===== config.mk =====
export PLATFORM = sky130hd
export DESIGN_NAME = brf_queue
export DESIGN_NICKNAME = d
export VERILOG_FILES = /design/src/rtl/byte_ring_fifo_with_peek_defines.svh /design/src/rtl/brf_pkg.sv /design/src/rtl/brf_queue.sv
export SDC_FILE = /design/constraint.sdc
export NUM_CORES = 1
export LEC_CHECK = 0
export ABC_AREA = 0
export BUFFER_PORTS_ARGS = -buffer_cell sky130_fd_sc_hd__buf_2
export CELL_PAD_IN_SITES_DETAIL_PLACEMENT = 1
export CELL_PAD_IN_SITES_GLOBAL_PLACEMENT = 1
export CORE_MARGIN = 2
export CORE_UTILIZATION = 30
export DETAILED_ROUTE_END_ITERATION = 10
export GPL_ROUTABILITY_DRIVEN = 0
export PLACE_DENSITY = 0.63
export SLEW_MARGIN = 30
export SYNTH_ARGS = -nofsm -noshare
export SYNTH_HDL_FRONTEND = slang
export SYNTH_SLANG_ARGS = --single-unit

===== constraint.sdc =====
create_clock -name clock -period 3.1 [get_ports clock]
set_input_delay 0.775 -clock clock [delete_from_list [all_inputs] [get_ports clock]]
set_output_delay 0.775 -clock clock [all_outputs]
set_load 0.005 [all_outputs]

===== src/rtl/byte_ring_fifo_with_peek_defines.svh =====
// Assertion macros for the RTL files that check their own logic (included by brf_back).
`ifndef BYTE_RING_FIFO_WITH_PEEK_DEFINES_SVH
`define BYTE_RING_FIFO_WITH_PEEK_DEFINES_SVH
`ifndef SYNTHESIS
`define BRF_ASSERT(label, cond, msg) \
   label: assert property (@(posedge clock) disable iff (reset) (cond)) else $error(msg);
`define BRF_IMPLY(label, ante, cons, msg) \
   label: assert property (@(posedge clock) disable iff (reset) (ante) |-> (cons)) \
      else $error(msg);
`else
`define BRF_ASSERT(label, cond, msg)
`define BRF_IMPLY(label, ante, cons, msg)
`endif
`endif


===== src/rtl/brf_pkg.sv =====
package brf_pkg;

   localparam int CMD_W      = 3;
   localparam int BYTE_W     = 8;
   localparam int COUNT_W    = 11;
   localparam int JOB_ADDR_W = 12;
   localparam int JOBQ_DEPTH = 2;
   localparam int OUT_DEPTH  = 4;

   localparam logic [CMD_W-1:0] CMD_PUSH    = 3'd0;
   localparam logic [CMD_W-1:0] CMD_PEEK    = 3'd1;
   localparam logic [CMD_W-1:0] CMD_POP     = 3'd2;
   localparam logic [CMD_W-1:0] CMD_DISCARD = 3'd3;
   localparam logic [CMD_W-1:0] CMD_CLEAR   = 3'd4;

   typedef struct packed {
      logic [CMD_W-1:0]   command;
      logic [BYTE_W-1:0]  data_byte;
      logic [COUNT_W-1:0] length;
   } req_type;

   typedef struct packed {
      logic [BYTE_W-1:0]  read_byte;
      logic [COUNT_W-1:0] granted_count;
      logic               last;
      logic [COUNT_W-1:0] used_count;
      logic               empty_res;
   } rsp_type;

   typedef enum logic [1:0] {
      JOB_STATUS,
      JOB_WRITE,
      JOB_READ
   } job_kind_type;

   typedef struct packed {
      job_kind_type          kind;
      logic [JOB_ADDR_W-1:0] addr;
      logic [BYTE_W-1:0]     data_byte;
      logic [COUNT_W-1:0]    granted_count;
      logic [COUNT_W-1:0]    used_count;
      logic                  empty_res;
   } job_type;

   typedef enum logic {
      BACK_IDLE,
      BACK_RUN
   } back_state_type;

endpackage


===== src/rtl/brf_queue.sv =====
module brf_queue
   import brf_pkg::*;
(
   input  logic    clock,
   input  logic    reset,
   input  logic    push,
   input  job_type job_in,
   output logic    full,
   input  logic    pop,
   output job_type job_out,
   output logic    empty
);

   localparam int PW = (JOBQ_DEPTH > 1) ? $clog2(JOBQ_DEPTH) : 1;
   localparam int CW = $clog2(JOBQ_DEPTH + 1);

   job_type         slots_ff [JOBQ_DEPTH];
   logic [PW-1:0]   wr_ptr_ff, wr_ptr_in, rd_ptr_ff, rd_ptr_in;
   logic [CW-1:0]   count_ff, count_in;
   logic            push_fire, pop_fire;

   assign full      = (count_ff == CW'(JOBQ_DEPTH));
   assign empty     = (count_ff == '0);
   assign push_fire = push & ~full;
   assign pop_fire  = pop & ~empty;
   assign job_out   = slots_ff[rd_ptr_ff];

   always_comb begin
      wr_ptr_in = wr_ptr_ff;
      rd_ptr_in = rd_ptr_ff;
      if (push_fire) begin
         wr_ptr_in = (wr_ptr_ff == PW'(JOBQ_DEPTH - 1)) ? '0 : wr_ptr_ff + 1'b1;
      end
      if (pop_fire) begin
         rd_ptr_in = (rd_ptr_ff == PW'(JOBQ_DEPTH - 1)) ? '0 : rd_ptr_ff + 1'b1;
      end
      count_in = count_ff + CW'(push_fire) - CW'(pop_fire);
   end

   always_ff @(posedge clock) begin
      if (reset) begin
         wr_ptr_ff <= '0;
         rd_ptr_ff <= '0;
         count_ff  <= '0;
      end else begin
         wr_ptr_ff <= wr_ptr_in;
         rd_ptr_ff <= rd_ptr_in;
         count_ff  <= count_in;
      end
   end

   always_ff @(posedge clock) begin
      if (push_fire) begin
         slots_ff[wr_ptr_ff] <= job_in;
      end
   end

endmodule


==> impl_metrics.ini <==
[finish]
area_growth_syn_to_layout_pct = 26.9
n_antenna_cell = 0
post-route-util_pct = 38.8
final_nets = 322
drive_above_1_share_pct = 57.8
design_area_sq_mm = 0.00441

[synth]
netlist_instances = 167
yosysSeqAreaShare_pct = 80.6
syn_avg_cell_area_sq_um = 20.8
synth-warning-count = 0
ys_seq_elements = 95
syn-cell-area_sq_mm = 0.00348
syn_nets = 218
synth.distinct_cells = 21

[timing]
setup_viol = 0
hold_viol_final = 0
skew_ns = 0.00710
hold_ws_ns = 0.516
worst_pin_slew_ns = 0.529
timing.slew.headroom_pct = 64.7
max_freq_mhz = 394
final.period_utilization_pct = 81.8
slew_violations = 0
period_needed_ns = 2.54
setup_tns_ns = 0
rsz0062_at_grt = no

[cts]
cts.path.max_buffers = 2
cts_buffers = 9
cts_tree = done
cts_sinks = 95
clk_latency_ns = 0.33
cts_resized = 0
cts.reportedPaths.clkPinSlew_ns = 0.06
postCtsHoldBufs = 0
postCtsSetupRepairBufs = 0
htreeDepth = 3
cts-root-buf = clkbuf_16

[worst_setup_path]
endpoint_kind = primary output
startpoint_type = flip-flop
crit_required_ns = 2.32
reg2regPathDepth = 5
endpoint = job_out[0]
arrival_ns = 1.76
cp_max_fo = 27
worstSetupPathType = reg2out
r2r_start = count_ff[0]
r2r_slack_ns = 1.25
r2r_end = slots_ff[0][16]

[floorplanning]
start_util_pct = 30.6
die_y_um = 112
core_area_sq_mm = 0.0114
io_pins = 96
die_x_um = 112
fp-row-count = 39
dieArea_sq_mm = 0.0125

[routing]
drc = 0
drt-initial-drc-count = 45
wl_per_cell_um = 15.2
vias = 1823
viasPerCell = 4.36
wl_um = 6370
first_pass_iters = 4
postRouteAntennaNets = 0

[power]
peakVddDrop_v = 0.000313
power_mw = 3.52
powerDensity_mw_per_mm2 = 798
leakage_nw = 1.64

[global_routing]
grt_pass1_wl_um = 9940
first_global_vias = 1968
grt_overflow = 0
grt_max_degree = 31
grt_use_total_pct = 10.5
antenna_found_initial = 0

[run]
max_cap_violations = 0

[hold_path]
min_path_cells = 2
min_path_type = reg2reg

[place]
dpl.hpwl_um = 4190
port_buffers = 95
dpl_cell_area_sq_mm = 0.00416

[run_status]
status = finished clean
==> power by group <==
group / switching, mW / internal [mW]
clock network: 0.430 / 0.531
registers: 0.0911 / 1.64
logic: 0.378 / 0.455
total: 0.899 / 2.62
==> layout by cell type, fill, tap and decap left out, drive strengths merged <==
| master | Yosys | final |
|---|---|---|
| buf | 5 | 98 |
| edfxtp | 90 | 90 |
| mux2 | 45 | 45 |
| clkbuf | 0 | 10 |
| dfxtp | 5 | 5 |
| nor2 | 4 | 4 |
| inv | 4 | 4 |
| clkinv | 0 | 3 |
| ha | 2 | 2 |
| clkinvlp | 0 | 2 |
| o21a | 1 | 1 |
| nand2b | 1 | 1 |
| nand2 | 1 | 1 |
| and3 | 1 | 1 |
| or3 | 1 | 1 |
| nor2b | 1 | 1 |
| xnor2 | 1 | 1 |
| o21ai | 1 | 1 |
| a21oi | 1 | 1 |
| xor2 | 1 | 1 |
| and2 | 1 | 1 |
| nor3 | 1 | 1 |
==> worst min-delay path by stage <==
stage / start / to / slack (ns)
after floorplan: wr_ptr_ff / wr_ptr_ff / 0.45
after global placement: wr_ptr_ff / wr_ptr_ff / 0.48
after detailed placement: wr_ptr_ff / wr_ptr_ff / 0.50
after CTS: wr_ptr_ff / wr_ptr_ff / 0.52
after global routing: wr_ptr_ff / wr_ptr_ff / 0.55
final: wr_ptr_ff / wr_ptr_ff / 0.52
==> stage by stage <==
step,setup WS (ns),instances
after CTS,0.475,418
after global placement,0.854,403
after detailed placement,0.828,403
after floorplan,0.646,167
after global routing,0.425,418
final,0.563,418
==> critical path: stages (launching register included) <==
cell,delay (ns)
dfxtp_2,0.67
buf_12,0.27
mux2_2,0.36
buf_2,0.13
==> cell usage after synthesis (all sizes together) <==
cell type  number  area share [%]
nor2            4            0.43
ha              2            0.72
xor2            1            0.25
o21ai           1            0.14
xnor2           1            0.25
buf             5             1.0
edfxtp         90              78
and2            1            0.18
inv             4            0.43
o21a            1            0.22
nor3            1            0.14
or3             1            0.18
nor2b           1            0.18
nand2b          1            0.25
nand2           1            0.11
dfxtp           5             2.9
and3            1            0.22
mux2           45              15
a21oi           1            0.14
==> routing by layer <==
metal	routed length, um	track usage [%]	up-vias	part of all wire [%]
li1	-	-	856	-
met1	2620	12.4	906	41
met2	3290	17.8	54	52
met3	366	3.43	7	5.7
met4	86	4.44	0	1.4
met5	0	0	-	0
==> state kept, by name, indices dropped and copies added, names as in the netlist, named ones only <==
| signal | cells |
|---|---|
| count_ff | 2 |
| wr_ptr_ff | 1 |
| rd_ptr_ff | 1 |
| slots_ff | 90 |
==> cell families after synthesis <==
| logic type | synth area share, % |
|---|---|
| AO/OA/AOI/OAI | 0.503 |
| XOR/XNOR | 0.504 |
| adder cells (fa/ha/maj) | 0.719 |
| buffers and inverters | 1.44 |
| flip-flops | 80.6 |
| multiplexers | 14.6 |
| AND/OR/NAND/NOR | 1.69 |
==> layout make-up <==
class / instances / area, sq um
Clock buffer: 10 / 229
Clock inverter: 5 / 26.3
Timing Repair Buffer: 98 / 536
Tap cell: 143 / 179
Fill cell: 1171 / 6960
Sequential cell: 95 / 2800
Multi-Input combinational cell: 63 / 626
Inverter: 4 / 15.0
(Power assumes the default switching activity.)
