==> config.mk <==
export PLATFORM = sky130hd
export DESIGN_NAME = brf_front
export DESIGN_NICKNAME = d
export VERILOG_FILES = /design/src/rtl/byte_ring_fifo_with_peek_defines.svh /design/src/rtl/brf_pkg.sv /design/src/rtl/brf_front.sv
export SDC_FILE = /design/constraint.sdc
export NUM_CORES = 1
export LEC_CHECK = 0
export BUFFER_PORTS_ARGS = -buffer_cell sky130_fd_sc_hd__clkbuf_2
export CORE_UTILIZATION = 45
export CTS_CLUSTER_SIZE = 10
export DETAILED_ROUTE_END_ITERATION = 8
export MAX_ROUTING_LAYER = met4
export PLACE_DENSITY_LB_ADDON = 0.2
export RECOVER_POWER = 50
export SYNTH_ARGS = -nofsm -noshare
export SYNTH_HDL_FRONTEND = slang
export SYNTH_SLANG_ARGS = --single-unit
==> constraint.sdc <==
create_clock -name clock -period 10.6 [get_ports clock]
set_input_delay 2.65 -clock clock [delete_from_list [all_inputs] [get_ports clock]]
set_output_delay 2.65 -clock clock [all_outputs]
set_load 0.01 [all_outputs]
==> src/rtl/byte_ring_fifo_with_peek_defines.svh <==
// Assertion macros for the RTL files that check their own logic (included by brf_back).
`ifndef BYTE_RING_FIFO_WITH_PEEK_DEFINES_SVH
`define BYTE_RING_FIFO_WITH_PEEK_DEFINES_SVH
`ifndef SYNTHESIS
`define BRF_ASSERT(label, cond, msg) \
   label: assert property (@(posedge clock) disable iff (reset) (cond)) else $error(msg);
`define BRF_IMPLY(label, ante, cons, msg) \
   label: assert property (@(posedge clock) disable iff (reset) (ante) |-> (cons)) \
      else $error(msg);
`else
`define BRF_ASSERT(label, cond, msg)
`define BRF_IMPLY(label, ante, cons, msg)
`endif
`endif

==> src/rtl/brf_pkg.sv <==
package brf_pkg;

   localparam int CMD_W      = 3;
   localparam int BYTE_W     = 8;
   localparam int COUNT_W    = 11;
   localparam int JOB_ADDR_W = 12;
   localparam int JOBQ_DEPTH = 2;
   localparam int OUT_DEPTH  = 4;

   localparam logic [CMD_W-1:0] CMD_PUSH    = 3'd0;
   localparam logic [CMD_W-1:0] CMD_PEEK    = 3'd1;
   localparam logic [CMD_W-1:0] CMD_POP     = 3'd2;
   localparam logic [CMD_W-1:0] CMD_DISCARD = 3'd3;
   localparam logic [CMD_W-1:0] CMD_CLEAR   = 3'd4;

   typedef struct packed {
      logic [CMD_W-1:0]   command;
      logic [BYTE_W-1:0]  data_byte;
      logic [COUNT_W-1:0] length;
   } req_type;

   typedef struct packed {
      logic [BYTE_W-1:0]  read_byte;
      logic [COUNT_W-1:0] granted_count;
      logic               last;
      logic [COUNT_W-1:0] used_count;
      logic               empty_res;
   } rsp_type;

   typedef enum logic [1:0] {
      JOB_STATUS,
      JOB_WRITE,
      JOB_READ
   } job_kind_type;

   typedef struct packed {
      job_kind_type          kind;
      logic [JOB_ADDR_W-1:0] addr;
      logic [BYTE_W-1:0]     data_byte;
      logic [COUNT_W-1:0]    granted_count;
      logic [COUNT_W-1:0]    used_count;
      logic                  empty_res;
   } job_type;

   typedef enum logic {
      BACK_IDLE,
      BACK_RUN
   } back_state_type;

endpackage

==> src/rtl/brf_front.sv <==
module brf_front
   import brf_pkg::*;
#(
   parameter int DEPTH     = 1024,
   parameter int BURST_MAX = 64
) (
   input  logic    clock,
   input  logic    reset,
   input  logic    req_push,
   input  req_type req_data,
   output logic    req_full,
   input  logic    job_full,
   output logic    job_push,
   output job_type job
);

   localparam int CNT_W = $clog2(2 * DEPTH);
   localparam int W     = (CNT_W + 1 > COUNT_W) ? CNT_W + 1 : COUNT_W;
   localparam logic [W-1:0] MOD   = W'(2 * DEPTH);
   localparam logic [W-1:0] DEP   = W'(DEPTH);
   localparam logic [W-1:0] BURST = W'(BURST_MAX);

   logic [CNT_W-1:0] wr_cnt_ff, wr_cnt_in, wr_next;
   logic [CNT_W-1:0] rd_cnt_ff, rd_cnt_in, rd_next;
   logic [W-1:0]     wr_ext, rd_ext, used, len_ext, disc_g, burst_g, after;
   logic             accept;

   function automatic logic [CNT_W-1:0] advance(input logic [CNT_W-1:0] cnt,
                                                input logic [W-1:0] step);
      logic [W-1:0] s;
      s = W'(cnt) + step;
      if (s >= MOD) begin
         s = s - MOD;
      end
      return CNT_W'(s);
   endfunction

   function automatic logic [JOB_ADDR_W-1:0] addr_of(input logic [CNT_W-1:0] cnt);
      logic [W-1:0] a;
      a = W'(cnt);
      if (a >= DEP) begin
         a = a - DEP;
      end
      return JOB_ADDR_W'(a);
   endfunction

   assign accept   = req_push & ~job_full;
   assign req_full = job_full;
   assign job_push = accept;

   always_comb begin
      wr_ext  = W'(wr_cnt_ff);
      rd_ext  = W'(rd_cnt_ff);
      used    = (wr_ext >= rd_ext) ? (wr_ext - rd_ext) : (wr_ext + MOD - rd_ext);
      len_ext = W'(req_data.length);
      disc_g  = (len_ext < used) ? len_ext : used;
      burst_g = (disc_g > BURST) ? BURST : disc_g;
   end

   always_comb begin
      job               = '0;
      job.kind          = JOB_STATUS;
      after             = used;
      wr_next           = wr_cnt_ff;
      rd_next           = rd_cnt_ff;
      case (req_data.command)
         CMD_PUSH: begin
            if (used < DEP) begin
               job.kind          = JOB_WRITE;
               job.addr          = addr_of(wr_cnt_ff);
               job.data_byte     = req_data.data_byte;
               job.granted_count = COUNT_W'(1);
               after             = used + W'(1);
               wr_next           = advance(wr_cnt_ff, W'(1));
            end
         end
         CMD_PEEK, CMD_POP: begin
            if (burst_g != '0) begin
               job.kind          = JOB_READ;
               job.addr          = addr_of(rd_cnt_ff);
               job.granted_count = COUNT_W'(burst_g);
            end
            if (req_data.command == CMD_POP) begin
               after   = used - burst_g;
               rd_next = advance(rd_cnt_ff, burst_g);
            end
         end
         CMD_DISCARD: begin
            job.granted_count = COUNT_W'(disc_g);
            after             = used - disc_g;
            rd_next           = advance(rd_cnt_ff, disc_g);
         end
         CMD_CLEAR: begin
            after   = '0;
            wr_next = '0;
            rd_next = '0;
         end
         default: begin
         end
      endcase
      job.used_count = COUNT_W'(after);
      job.empty_res  = (after == '0);
      wr_cnt_in      = accept ? wr_next : wr_cnt_ff;
      rd_cnt_in      = accept ? rd_next : rd_cnt_ff;
   end

   always_ff @(posedge clock) begin
      if (reset) begin
         wr_cnt_ff <= '0;
         rd_cnt_ff <= '0;
      end else begin
         wr_cnt_ff <= wr_cnt_in;
         rd_cnt_ff <= rd_cnt_in;
      end
   end

endmodule

==> metrics.yaml <==
setup_path:
  crit_path_required_time_ps: 7950
  startpoint_type: "input port"
  worst_path_largest_cell_delay_ps: 410
  critical-path-slowest-cell: "o31ai_1"
  worstSetupPathType: "input port to output port"
  worstPathCellList: "clkbuf_2 > ha_1 > a21o_1 > a21o_1 > a21oi_1 > a21oi_1 > a21o_1 > nand2_1 > a211oi_1 > nor2_2 > nor2_1 > inv_1 > ha_1 > nor2b_1 > o31ai_1 > a21oi_1 > a221o_1 > a31oi_1 > xor2_1 > nor2_1 > nor4_1 > nand4b_1 > nor4b_2 > clkbuf_2"
  critPathCaptureType: "output port"
  crit_fanout: 13
  worst_ep_arrival_time_ps: 7490
routing:
  antenna_violating_nets_post_route: 0
  wirelength_met1_mm: 6.440
  via_total_after_detailed_routing: 5005
  met3_wirelength_microns: 885
  detailroute.wirelength.met2_mm: 6.859
  wl_per_cell_microns: 17.61
  detailedRoute.firstIterationViolations: 314
  viasPerCell: 6.052
  routed_wirelength_mm: 14.57
  highest_layer: "met4"
  drc_errors_left: 0
  detailedRoute.firstPassIterationCount: 5
grt:
  grt_pass1_vias: 4554
  grt_pass1_wl_mm: 22.71
  global_route.usage.total_pct: 28.78
  grt_remaining_overflow: 0
  largest_net_degree_at_the_start_of_global_routing: 20
  antenna_found_initial: 0
timing:
  finalHoldViolCount: 0
  fin_worst_skew_ps: 5.552
  timing.slew.headroom_pct: -62.47
  timing.final.crit_period_ps: 10140
  setup_ws_ps: 459.2
  fmax_mhz: 98.61
  worst-slew-pin-transition_ps: 2422
  final_max_slew_violation_count: 20
  totalNegativeSetupSlack_ps: 0
  final-setup-viol-count: 0
  finalHoldWorstSlack_ps: 527.7
  post-route-period-util_pct: 95.67
  grt_setup_unrepaired: "false"
floorplanning:
  floorplan.io_pins: 73
  start_util_pct: 46.14
  dieArea_sq_mm: 0.01033
  num_rows: 36
  chipHeight_microns: 101.6
  fp.coreArea_sq_mm: 0.009684
  die_w_microns: 101.6
synth:
  synthTopCellsByArea: "ha_1 16%, dfxtp_1 9.9%, nor2_1 7.6%"
  netlist_area_sq_mm: 0.004468
  yosysSeqAreaShare_pct: 9.857
  synth_area_per_cell_sq_um: 7.014
  synth_edf_count: 0
  yosysTopAreaCell: "ha_1"
  post_synth_inst_count: 637
  synth_top_flop_cell: "dfxtp_1"
  ys_ff_latch: 22
  ys_warn_count: 0
  postSynth.asyncResetShare_pct: 0
  synth.distinct_cells: 74
  netlist.area_leader.share_pct: 15.68
cells_and_area:
  area_growth_syn_to_layout_pct: 11.23
  combined_flip_flop_and_latch_cell_area_sq_um: 440.4
  utilization_pct: 51.32
  fillers: 986
  multiInputGateArea_sq_mm: 0.003737
  final_cell_mix: "89 x nor2_1, 59 x clkbuf_2, 56 x ha_1"
  antenna_cells_inserted: 0
  nets: 781
  layout-drive-gt1-share_pct: 12.10
  final_common_cell: "nor2_1"
pwr:
  p_leak_nw: 2.233
  vdd_ir_drop_max_mv: 0.08928
  power-per-cell-area_mw_per_mm2: 150.5
clock_tree:
  clkTransAtPathRegs_ps: 90
  cts_made_buffers: 3
  hold_buffers: 0
  clkSinkCount: 22
  worst_skew_pair.late_latency_ps: 270
  clk_root_buffer_cell: "clkbuf_8"
  cts_tree: "yes"
  cts_max_path_buffers: 2
  clock_tree.htree_level_count: 1
job:
  drv_cap: 1
placed_design:
  dp_slack_ps: 409.8
  place_congestion: 1.000
  hpwlAfterDp_mm: 11.44
  port_buffers: 70
outcome:
  run_status: "finished with violations"
  failed_checks: "max-capacitance violations, max-slew violations"
hold_path:
  hold_path_class: "flip-flop to flip-flop"
## repair_timing
action / in CTS / in global routing
endpoints found under the setup margin: 0 / 1
buffers inserted: 0 / 0
resized for setup: 0 / 2
## flip-flops by register name, indices dropped and copies added (netlist names)
register / count
rd_cnt_ff: 11
wr_cnt_ff: 11
## power by group
part / total (mW) / switching (mW) / internal, mW
Clock: 0.0814 / 0.0309 / 0.0505
Sequential: 0.0854 / 0.00171 / 0.0837
Combinational: 0.581 / 0.352 / 0.229
## critical path: cells and delay by family
family,cells,cell delay [ps]
XOR/XNOR,1,170
AND/OR/NAND/NOR,8,1510
adder cells (fa/ha/maj),2,540
buffers and inverters,3,390
AO/OA/AOI/OAI,10,2210
## cell type report
cell class                 count  share of cell area (%)
multi-input combinational    545                   75.20
inverter                      48                   3.625
tap                          133                   3.348
clock buffer                   3                  0.8308
sequential                    22                   8.862
timing repair buffer          75                   7.528
clock inverter                 1                  0.6042
## kinds of logic after synthesis
logic type | synth area share, %
xor+xnor | 7.617
flops | 9.857
simple gates | 26.27
fa+ha+maj | 17.70
compound gates | 30.05
buf+inv | 6.777
mux | 1.568
other cells | 0.1681
## Yosys cell counts, types with 16 or more instances
| master | instances |
|---|---|
| a21o_1 | 16 |
| a21oi_1 | 55 |
| and3_1 | 18 |
| clkbuf_1 | 18 |
| dfxtp_1 | 22 |
| ha_1 | 56 |
| inv_1 | 48 |
| nand2_1 | 39 |
| nor2_1 | 90 |
| o21ai_0 | 29 |
| xnor2_1 | 21 |
| xor2_1 | 16 |
## path summary, 6_finish.rpt
path         slack [ps]                 startpoint                         end  cells after the start
max reg2reg        3350  wr_cnt_ff[0]$_SDFFE_PP0P_  rd_cnt_ff[10]$_SDFFE_PP0P_                     32
min reg2reg         530  rd_cnt_ff[0]$_SDFFE_PP0P_   rd_cnt_ff[0]$_SDFFE_PP0P_                      2
max                 460                req_data[5]                      job[0]                     24
min                 530  rd_cnt_ff[0]$_SDFFE_PP0P_   rd_cnt_ff[0]$_SDFFE_PP0P_                      2
## layer usage
metal,GRT usage (%),vias to the layer above
met3,0.6901,32
met2,48.49,213
met4,8.584,0
li1,-,2435
met5,-,-
met1,37.46,2325
## through the flow
step | power, mW | cell area (sq um) | cells
6_report | 0.7479 | 4970 | 827
5_1_grt | 0.8019 | 4970 | 827
4_1_cts | 0.7388 | 4986 | 827
3_5_place_dp | 0.6556 | 4915 | 823
3_3_place_gp | 0.6520 | 4915 | 823
2_1_floorplan | 0.5113 | 4483 | 641
(Power assumes the default switching activity.)
